## src/rtl/obt_pkg.sv

```systemverilog
// Shared types and constants for the order book table.
// Holds the slot record, the slot write request and the command codes.
// Depends on nothing; the top level and the slot store refer to it by scoped names, the sim files import it.
package obt_pkg;

    localparam int ID_W    = 32;
    localparam int PRICE_W = 32;
    localparam int QTY_W   = 32;
    localparam int CMD_W   = 2;
    localparam int COUNT_W = 4;

    localparam logic [CMD_W-1:0] CMD_ADD  = 2'd0;
    localparam logic [CMD_W-1:0] CMD_DEL  = 2'd1;
    localparam logic [CMD_W-1:0] CMD_DEC  = 2'd2;
    localparam logic [CMD_W-1:0] CMD_NOP  = 2'd3;

    // One resting order as stored in a slot.
    typedef struct packed {
        logic [ID_W-1:0]    id;
        logic [PRICE_W-1:0] price;
        logic [QTY_W-1:0]   qty;
    } slot_t;

    // Write request from the control logic to the slot store.
    typedef struct packed {
        logic  en;
        slot_t entry;
    } slot_wr_t;

endpackage

```

## src/rtl/order_book_table.sv

```systemverilog
// Top level of the order book table: request handshake, scan sequencer,
// best price and fill pointer, and the result register.
// Depends on obt_pkg and instantiates obt_slot_store.
//
//   Channel  Direction  Handshake            Payload
//   s_       in         s_tvalid / s_tready  s_tuser command, s_tdata book/key/price/qty
//   m_       out        m_tvalid / m_tready  m_tdata best price and entry count
//
// Add, no operation and requests for another book go from acceptance straight to
// the result state. Decrease and delete first scan every slot in the scan state;
// delete also spends a scan step on each matching slot that it removes. The scan is
// paced by the single read port of the slot store, one slot a cycle.
// Reset clears the pointer, the best price, the result valid flag and the slot
// valid bits at once; there is no clearing pass.
// A result that is not taken holds the block before it loads the next one, but
// a new request is still accepted while the previous result waits.
module order_book_table #(
    parameter int SLOTS = 15
) (
    input  logic         aclk,
    input  logic         aresetn,
    input  logic         s_tvalid,
    output logic         s_tready,
    // [31:0] book_id, [63:32] order_key, [95:64] order_price, [127:96] order_quantity
    input  logic [127:0] s_tdata,
    // [1:0] command
    input  logic [1:0]   s_tuser,
    output logic         m_tvalid,
    input  logic         m_tready,
    // [31:0] best_price, [35:32] entry_count, [39:36] zero
    output logic [39:0]  m_tdata
);

    localparam int AW = $clog2(SLOTS);
    localparam int PW = $clog2(SLOTS + 1);
    localparam logic [PW-1:0] LAST_POS  = PW'(SLOTS - 1);
    localparam logic [AW-1:0] LAST_ADDR = AW'(SLOTS - 1);

    typedef enum logic [2:0] {
        ST_IDLE   = 3'b001,
        ST_SCAN   = 3'b010,
        ST_RESULT = 3'b100
    } state_t;

    state_t                 state_reg, state_next;
    logic [1:0]             cmd_reg, cmd_next;
    logic [31:0]            key_reg, key_next;
    logic [31:0]            qty_reg, qty_next;
    logic [PW-1:0]          fill_reg, fill_next;
    logic signed [31:0]     top_reg, top_next;
    logic [AW-1:0]          rd_addr_reg, rd_addr_next;
    logic [PW-1:0]          wr_pos_reg, wr_pos_next;
    logic                   skip_reg, skip_next;
    logic                   data_ok_reg, data_ok_next;
    logic                   m_valid_reg, m_valid_next;
    logic signed [31:0]     m_price_reg, m_price_next;
    logic [3:0]             m_count_reg, m_count_next;

    logic                   accept;
    logic [1:0]             in_cmd;
    logic [31:0]            in_book;
    logic [31:0]            in_key;
    logic signed [31:0]     in_price;
    logic [31:0]            in_qty;
    logic                   hit;
    obt_pkg::slot_t         rd_entry;
    obt_pkg::slot_wr_t      wr_req;
    logic [AW-1:0]          wr_addr;

    assign in_cmd   = s_tuser;
    assign in_book  = s_tdata[31:0];
    assign in_key   = s_tdata[63:32];
    assign in_price = signed'(s_tdata[95:64]);
    assign in_qty   = s_tdata[127:96];

    assign s_tready = (state_reg == ST_IDLE);
    assign accept   = s_tvalid && s_tready;
    assign hit      = (rd_entry.id == key_reg);

    assign m_tvalid = m_valid_reg;
    assign m_tdata  = {4'b0000, m_count_reg, m_price_reg};

    obt_slot_store #(
        .SLOTS(SLOTS)
    ) u_store (
        .aclk    (aclk),
        .aresetn (aresetn),
        .rd_addr (rd_addr_reg),
        .rd_data (rd_entry),
        .wr_req  (wr_req),
        .wr_addr (wr_addr)
    );

    // The delete scan streams the slots out of the store in order, one per cycle,
    // and writes the surviving sequence back starting at slot 0. After a match the
    // following slot is written without being compared, since the shifted copy
    // is never examined again. Once the read address reaches the last slot it
    // stays there, which reproduces the repeated copies of the last slot that the
    // shifting leaves behind. The write position never passes the read address,
    // so nothing is overwritten before it is read.
    always_comb begin
        state_next   = state_reg;
        cmd_next     = cmd_reg;
        key_next     = key_reg;
        qty_next     = qty_reg;
        fill_next    = fill_reg;
        top_next     = top_reg;
        rd_addr_next = rd_addr_reg;
        wr_pos_next  = wr_pos_reg;
        skip_next    = skip_reg;
        data_ok_next = data_ok_reg;
        m_price_next = m_price_reg;
        m_count_next = m_count_reg;
        m_valid_next = m_valid_reg && !m_tready;
        wr_req       = '0;
        wr_addr      = '0;

        case (state_reg)
            ST_IDLE: begin
                rd_addr_next = '0;
                wr_pos_next  = '0;
                skip_next    = 1'b0;
                data_ok_next = 1'b0;
                if (accept) begin
                    cmd_next   = in_cmd;
                    key_next   = in_key;
                    qty_next   = in_qty;
                    state_next = ST_RESULT;
                    if (in_book == 32'd0) begin
                        case (in_cmd)
                            obt_pkg::CMD_ADD: begin
                                // The pointer is always below SLOTS here.
                                wr_req.en          = 1'b1;
                                wr_req.entry.id    = in_key;
                                wr_req.entry.price = in_price;
                                wr_req.entry.qty   = in_qty;
                                wr_addr            = fill_reg[AW-1:0];
                                fill_next = (fill_reg == LAST_POS) ? '0 : fill_reg + 1'b1;
                                if (in_price > top_reg) begin
                                    top_next = in_price;
                                end
                            end
                            obt_pkg::CMD_DEL, obt_pkg::CMD_DEC: begin
                                state_next = ST_SCAN;
                            end
                            default: begin
                                state_next = ST_RESULT;
                            end
                        endcase
                    end
                end
            end

            ST_SCAN: begin
                data_ok_next = 1'b1;
                if (rd_addr_reg != LAST_ADDR) begin
                    rd_addr_next = rd_addr_reg + 1'b1;
                end
                if (data_ok_reg) begin
                    if (cmd_reg == obt_pkg::CMD_DEL && !skip_reg && hit) begin
                        // Drop this slot; the next one fills its place unexamined.
                        skip_next = 1'b1;
                        if (fill_reg != '0) begin
                            fill_next = fill_reg - 1'b1;
                        end
                    end else begin
                        skip_next    = 1'b0;
                        wr_req.en    = 1'b1;
                        wr_req.entry = rd_entry;
                        wr_addr      = wr_pos_reg[AW-1:0];
                        if (cmd_reg == obt_pkg::CMD_DEC && hit) begin
                            wr_req.entry.qty = rd_entry.qty - qty_reg;
                        end
                        wr_pos_next = wr_pos_reg + 1'b1;
                        if (wr_pos_reg == LAST_POS) begin
                            state_next = ST_RESULT;
                        end
                    end
                end
            end

            ST_RESULT: begin
                if (!m_valid_reg || m_tready) begin
                    m_valid_next = 1'b1;
                    m_price_next = top_reg;
                    m_count_next = 4'(fill_reg);
                    state_next   = ST_IDLE;
                end
            end

            default: begin
                state_next = ST_IDLE;
            end
        endcase
    end

    always_ff @(posedge aclk) begin
        if (!aresetn) begin
            state_reg   <= ST_IDLE;
            fill_reg    <= '0;
            top_reg     <= '0;
            rd_addr_reg <= '0;
            wr_pos_reg  <= '0;
            skip_reg    <= 1'b0;
            data_ok_reg <= 1'b0;
            m_valid_reg <= 1'b0;
        end else begin
            state_reg   <= state_next;
            fill_reg    <= fill_next;
            top_reg     <= top_next;
            rd_addr_reg <= rd_addr_next;
            wr_pos_reg  <= wr_pos_next;
            skip_reg    <= skip_next;
            data_ok_reg <= data_ok_next;
            m_valid_reg <= m_valid_next;
        end
    end

    always_ff @(posedge aclk) begin
        cmd_reg     <= cmd_next;
        key_reg     <= key_next;
        qty_reg     <= qty_next;
        m_price_reg <= m_price_next;
        m_count_reg <= m_count_next;
    end

endmodule

```

## src/rtl/obt_slot_store.sv

```systemverilog
// Slot store of the order book table: one synchronous memory of slot records.
// One write port and one read port with the read data registered.
// Depends on obt_pkg for the slot record and the write request.
module obt_slot_store #(
    parameter int SLOTS = 15
) (
    input  logic                   aclk,
    input  logic                   aresetn,
    input  logic [$clog2(SLOTS)-1:0] rd_addr,
    output obt_pkg::slot_t         rd_data,
    input  obt_pkg::slot_wr_t      wr_req,
    input  logic [$clog2(SLOTS)-1:0] wr_addr
);

    obt_pkg::slot_t          mem [SLOTS];
    logic [SLOTS-1:0]        valid_reg;
    obt_pkg::slot_t          rd_q_reg;
    logic                    rd_vld_reg;

    // Entries never written since reset read as all zero.
    always_ff @(posedge aclk) begin
        if (wr_req.en) begin
            mem[wr_addr] <= wr_req.entry;
        end
        rd_q_reg <= mem[rd_addr];
    end

    always_ff @(posedge aclk) begin
        if (!aresetn) begin
            valid_reg  <= '0;
            rd_vld_reg <= 1'b0;
        end else begin
            if (wr_req.en) begin
                valid_reg[wr_addr] <= 1'b1;
            end
            rd_vld_reg <= valid_reg[rd_addr];
        end
    end

    assign rd_data = rd_vld_reg ? rd_q_reg : '0;

endmodule

```

## config.mk

```make
export PLATFORM = sky130hd
export DESIGN_NAME = order_book_table
export DESIGN_NICKNAME = d
export VERILOG_FILES = /design/src/rtl/obt_pkg.sv /design/src/rtl/order_book_table.sv /design/src/rtl/obt_slot_store.sv
export SDC_FILE = /design/constraint.sdc
export NUM_CORES = 1
export LEC_CHECK = 0
export BUFFER_PORTS_ARGS = -buffer_cell sky130_fd_sc_hd__buf_2
export CAP_MARGIN = 20
export CORE_MARGIN = 4
export CORE_UTILIZATION = 45
export DETAILED_ROUTE_END_ITERATION = 8
export HOLD_SLACK_MARGIN = 0.03
export PLACE_DENSITY_LB_ADDON = 0.2
export SLEW_MARGIN = 20
export SYNTH_ARGS = -nofsm -noshare
export SYNTH_HDL_FRONTEND = slang
export SYNTH_SLANG_ARGS = --single-unit
```

## constraint.sdc

```tcl
create_clock -name aclk -period 12.95 [get_ports aclk]
set_input_delay 0.6475 -clock aclk [delete_from_list [all_inputs] [get_ports aclk]]
set_output_delay 0.6475 -clock aclk [all_outputs]
set_load 0.005 [all_outputs]
```

; Word level (Yosys, flattened, before mapping)
; Memories as Yosys holds them, arrays and structs flattened. A register that Yosys moved wholly into a read port is not among the register bits.
; Index checks and enable logic that the tools add are counted.
[classes]
add_sub_neg = 5
bitwise = 1
order_cmp = 4
eq_ne = 21
n_reduce_logical = 23
muxes = 47
[ops]
columns = operator, count
row1 = 2-to-1 mux 97 bit, 5
row2 = one-hot mux 97 bit (2 select lines), 1
row3 = 2-to-1 mux 96 bit, 1
row4 = 2-to-1 mux 4 bit, 15
row5 = == test 32 bit, 1
row6 = greater-than comparator 32 bit, 1
row7 = zero test 32 bit, 1
row8 = 2-to-1 mux 32 bit, 1
row9 = one-hot mux 4 bit (2 select lines), 4
row10 = subtractor 32 bit, 1
row11 = 2-to-1 mux 3 bit, 7
row12 = bitwise OR 15 bit, 1
row13 = "inequality test 2 bit, second input constant", 7
row14 = "adder 4 x 1 -> 4 bit, second input constant", 3
row15 = "< comparator 4 x 5 -> 1 bit, second input constant", 2
row16 = AND reduction 5 bit, 2
row17 = one-hot mux 3 bit (3 select lines), 1
row18 = "== test 4 bit, second input constant", 2
row19 = 2-to-1 mux 1 bit, 8
row20 = AND reduction 2 bit, 4
row21 = AND reduction 7 bit, 1
row22 = logical AND 1 bit, 6
row23 = "inequality test 2 x 1 -> 1 bit, second input constant", 3
row24 = binary-select mux 1 bit (select 4 bit), 1
row25 = 17 further kinds, 22
[totals]
register_bits = 168
output_inout_bits = 42
ramBits = 1440
memories = 1
[memory_table]
columns = name, words, width, read_ports, rd_ports_with_merged_regs, write_ports, line
row1 = u_store.mem, 15, 96, 1, 1, 1, obt_slot_store.sv:15  ; obt_pkg::slot_t mem [SLOTS];

; Longest topological paths before layout
[logic_depth]
depth_word = 11
mapped_depth = 11
mapped_depth_nobuf = 9

; Modules after synthesis
; From an unflattened synthesis, not the netlist that was laid out.
[hier_totals]
hier_cells = 3657
area_unflattened_um2 = 66816.6
[by_module_without_submodules]
columns = mod, seq_area_each_um2, n_inst, area_each_um2, cells_each
row1 = obt_slot_store, 45483.6, 1, 57346.2, 2723
row2 = order_book_table, 4063.9, 1, 9470.3, 934

; Worst setup path before layout
; OpenSTA, ideal clock, no wires.
[synth_path]
kind = register to register
startpoint = register state_reg[2]
endpoint = memory u_store.mem[8][64] in the netlist's numbering (enable)
synth_period_minus_slack_ps = 5164
path_stages_with_launch = 10
path_buffers = 0
arrival_ps = 4694
setup_slack_ps = 7786
cell_sequence = dfxtp_1 nor2_1 nand2_1 inv_2 and2_1 and4_1 a21oi_1 nand4_1 o211ai_2 a211oi_1
[synth_between]
elab_chain_cells = 6
[synth_lines]
columns = element, line
row1 = start: declaration, order_book_table.sv:45  ; state_t state_reg, state_next;
row2 = start signal: assignment, order_book_table.sv:208  ; state_reg <= state_next;
row3 = == test 3 x 1 -> 1 bit *, order_book_table.sv:76  ; assign s_tready = (state_reg == ST_IDLE);
row4 = named net s_tready, order_book_table.sv:23  ; output logic s_tready,
row5 = logical AND 1 bit, order_book_table.sv:77  ; assign accept = s_tvalid && s_tready;
row6 = 2-to-1 mux 97 bit, order_book_table.sv:124  ; if (accept) begin
row7 = one-hot mux 97 bit (2 select lines), order_book_table.sv:118  ; case (state_reg)
row8 = 2-to-1 mux 1 bit, obt_slot_store.sv:22  ; if (wr_req.en) begin
row9 = 2-to-1 mux 1 bit (not written as such), obt_slot_store.sv:23  ; mem[wr_addr] <= wr_req.entry;
row10 = end: declaration, obt_slot_store.sv:15
; Mark *: on every way through the listed nets, which the timed path passes. The rest lies on a longest branch.

; Worst setup path in the final report
[layout_path]
startpoint = register u_store.rd_vld_reg
endpoint = memory u_store.mem[5][68] in the netlist's numbering (enable)
[layout_between]
elab_chain_cells = 8
[layout_lines]
columns = element, line
row1 = start: declaration, obt_slot_store.sv:18  ; logic rd_vld_reg;
row2 = start signal: assignment, obt_slot_store.sv:36  ; rd_vld_reg <= valid_reg[rd_addr];
row3 = 2-to-1 mux 96 bit *, obt_slot_store.sv:40  ; assign rd_data = rd_vld_reg ? rd_q_reg : '0;
row4 = == test 32 bit *, order_book_table.sv:78  ; assign hit = (rd_entry.id == key_reg);
row5 = logical AND 1 bit *, order_book_table.sv:160  ; if (cmd_reg == obt_pkg::CMD_DEL && !skip_reg && hit) begin
row6 = 2-to-1 mux 97 bit, order_book_table.sv:160
row7 = 2-to-1 mux 97 bit, order_book_table.sv:159  ; if (data_ok_reg) begin
row8 = one-hot mux 97 bit (2 select lines), order_book_table.sv:118
row9 = 2-to-1 mux 1 bit, obt_slot_store.sv:22
row10 = 2-to-1 mux 1 bit (not written as such), obt_slot_store.sv:23
; Every way passes the cells marked *; elsewhere a longest branch is shown, timed or not.

==> results.toml <==
[cts]
insertion_delay_ns = 0.59
clk_pin_slew_worst_paths_ns = 0.06
cts-root-buf = "clkbuf_16"
cts_max_path_buffers = 3
cts_tree = "done"
numCtsBuffers = 69
cts_resized = 0
cts_sinks = 648
post-cts-setup-buffers = 0
cts_max_level = 3
cts-hold-fix-buffers = 0

[synthesis]
avgSynthCellArea_sq_um = 17.00
synth-main-ff-cell = "edfxtp_1"
synth_cells = 1535
synth_area_sq_mm = 0.02609
yosys_warnings = 0
synth_edf_count = 550
yosysUniqueCellTypes = 69
synth-async-reset-ratio_pct = 0
ys_seq_area_share_pct = 70.83
ys_seq_elements = 648

[global_route]
antenna_found_initial = 2
grtUsageMet1_pct = 28.65
use_met2_pct = 30.90
grt_pass1_vias = 14600
grt_max_degree = 67
overflow = 0
grt_util_all_layers_pct = 19.83
grt-busiest-layer = "met2"
grt_pass1_wl_mm = 93.41
use_met3_pct = 4.542

[detailed_routing]
drc = 0
postRouteAntennaNets = 0
num_vias = 14580
drt-initial-drc-count = 1314
wire_per_inst_microns = 24.81
first_pass_iters = 5
routed_via_density = 5.822
drt-total-wl_mm = 62.15

[power]
power.total_mw = 4.259
max-vdd-ir-drop_v = 0.0001197
leakage_nw = 8.344
p_per_area_mw_per_mm2 = 142.1

[timing]
fin_tns_setup_ns = 0
finalCritPeriodShare_pct = 39.89
rsz0062_at_grt = "no"
finalHoldViolCount = 0
slew_headroom_pct = 24.26
fmax_mhz = 193.6
worst_slew_pin_slew_ns = 1.135
report.final.slew_viol_count = 0
fin_crit_ns = 5.165
skew_ns = 0.03501
finalSetupViolCount = 0

[run]
drv_cap = 0

[worst_setup_path]
crit_type = "flip-flop to flip-flop"
crit_top_cell = "a21oi_1"
crit_fanout = 23
crit_slowest_cell = "dfxtp_1"
cp.arrival_ns = 5.43
critical_path_required_ns = 13.22
path_buf_inv = 1
slowest_delay_ns = 1.07
path_delay_family = "simple AND/OR/NAND/NOR gates"
path_cells = "nand4b_1, o22ai_1, a21oi_1, nor3_1, nand4b_2, a21oi_1, nor2_4, buf_4"
crit_path_end_kind = "flip-flop"
start_kind = "flip-flop"

[place]
hpwl_mm = 34.25
gp_congestion = 0.8474
io_buffers = 139

[layout]
final_layout_size_suffix_gt1_share_pct = 24.94
syn_to_final_growth_pct = 14.91
nNetsFinal = 1872
largest_reg_flops = 480
top_register = "u_store.mem"

[floorplan]
die_width_microns = 248.8
die_h_microns = 248.8
die-area_sq_mm = 0.06189
start_util_pct = 45.83
io_pins = 176
core_area_sq_mm = 0.05693
rows = 87

[outcome]
outcome = "completed"

[min_path]
hp-class = "input port to flip-flop"
cells in the mapped netlist, types with 5 or more instances:
| cell | n | share of area, % |
|---|---|---|
| a211oi_1 | 21 | 0.60 |
| a21oi_1 | 65 | 1.2 |
| a22o_1 | 33 | 1.1 |
| a31oi_1 | 7 | 0.17 |
| and2_1 | 5 | 0.12 |
| and3_1 | 9 | 0.22 |
| buf_1 | 11 | 0.16 |
| buf_2 | 12 | 0.23 |
| buf_4 | 6 | 0.17 |
| clkbuf_1 | 48 | 0.69 |
| dfxtp_1 | 98 | 7.5 |
| edfxtp_1 | 550 | 63 |
| ha_1 | 42 | 2.0 |
| inv_1 | 59 | 0.85 |
| mux2i_1 | 36 | 1.4 |
| mux4_2 | 132 | 11 |
| nand2_1 | 71 | 1.0 |
| nand2b_1 | 17 | 0.41 |
| nand3_1 | 50 | 0.96 |
| nand4_1 | 10 | 0.24 |
| nor2_1 | 38 | 0.55 |
| nor3_1 | 11 | 0.21 |
| nor4_1 | 14 | 0.34 |
| o2111a_1 | 5 | 0.22 |
| o211ai_1 | 5 | 0.14 |
| o21a_1 | 6 | 0.17 |
| o21ai_0 | 77 | 1.5 |
| o21ai_1 | 6 | 0.12 |
| o22ai_1 | 6 | 0.14 |
| xor2_1 | 6 | 0.20 |
kinds of logic after synthesis:
| logic type | after synthesis | synth area share [%] |
|---|---|---|
| compound gates | 266 | 6.686 |
| other cells | 1 | 0.01437 |
| mux | 168 | 12.78 |
| xor+xnor | 9 | 0.3022 |
| simple gates | 257 | 5.036 |
| flops | 648 | 70.83 |
| buf+inv | 144 | 2.345 |
| fa+ha+maj | 42 | 2.014 |
worst register-to-register path, delay by kind of cell (launching register included):
kind	cells	cell delay (ns)
and+or+nand+nor	4	2.08
AOI/OAI and AO/OA	3	1.29
DFF	1	1.07
buffers and inverters	1	0.40
worst paths after layout:
kind	startpoint	end	slack, ns	depth (start not counted)
setup / recovery	u_store.rd_vld_reg	u_store.mem[5][68]	7.78	8
hold / removal	s_tuser[1]	cmd_reg[1]	0.26	1
setup reg to reg	u_store.rd_vld_reg	u_store.mem[5][68]	7.78	8
hold reg to reg	top_reg[15]	m_price_reg[15]	0.45	0
power by group:
part	internal (mW)	total (mW)	switching, mW
Clock	1.14	1.91	0.775
Combinational	0.0298	0.0846	0.0548
Sequential	2.25	2.26	0.0103
cell type report:
cell class,instances,area [sq um]
Sequential cell,648,18490
Inverter,60,225.2
Fill cell,4581,26950
Tap cell,756,945.9
Clock inverter,20,196.4
Clock buffer,103,1987
Antenna cell,1,2.502
Multi-Input combinational cell,746,7167
Timing Repair Buffer,171,967.2
stage by stage:
stage / std cells / hold WS (ns) / setup WS (ns) / instance area (sq um) / util (%)
after global routing: 2504 / 0.2361 / 7.666 / 29980 / 52.65
after floorplan: 1538 / 0.4064 / 7.786 / 26100 / -
final: 2505 / 0.2613 / 7.785 / 29980 / 52.66
after CTS: 2503 / 0.2195 / 7.995 / 29950 / 52.61
after global placement: 2378 / 0.4315 / 7.973 / 27740 / 48.72
after detailed placement: 2380 / 0.4342 / 8.079 / 27770 / 48.77
cell usage in the layout, fill, tap and decap left out, drive strengths merged, types with 5 or more instances in the layout:
| master | n |
|---|---|
| nand2 | 71 |
| inv | 61 |
| nand4 | 10 |
| ha | 42 |
| clkinv | 14 |
| nor3 | 11 |
| nand3 | 50 |
| nor4 | 14 |
| nand2b | 17 |
| a31oi | 7 |
| a21oi | 67 |
| buf | 171 |
| mux2i | 36 |
| dfxtp | 98 |
| nor2 | 38 |
| mux4 | 132 |
| o211ai | 6 |
| o22ai | 6 |
| nand4b | 5 |
| o21ai | 83 |
| clkbuf | 103 |
| edfxtp | 550 |
| xor2 | 6 |
| and2 | 5 |
| o21a | 6 |
| a211oi | 22 |
| a22o | 33 |
| o2111a | 5 |
| and3 | 9 |
layer usage:
metal  part of all wire, %  vias to the layer above
li1                      -                     6450
met1                    44                     7508
met2                    46                      529
met3                   7.5                       92
met4                   1.7                        4
met5                 0.037                        -
Power figures use the tool's default switching activity.
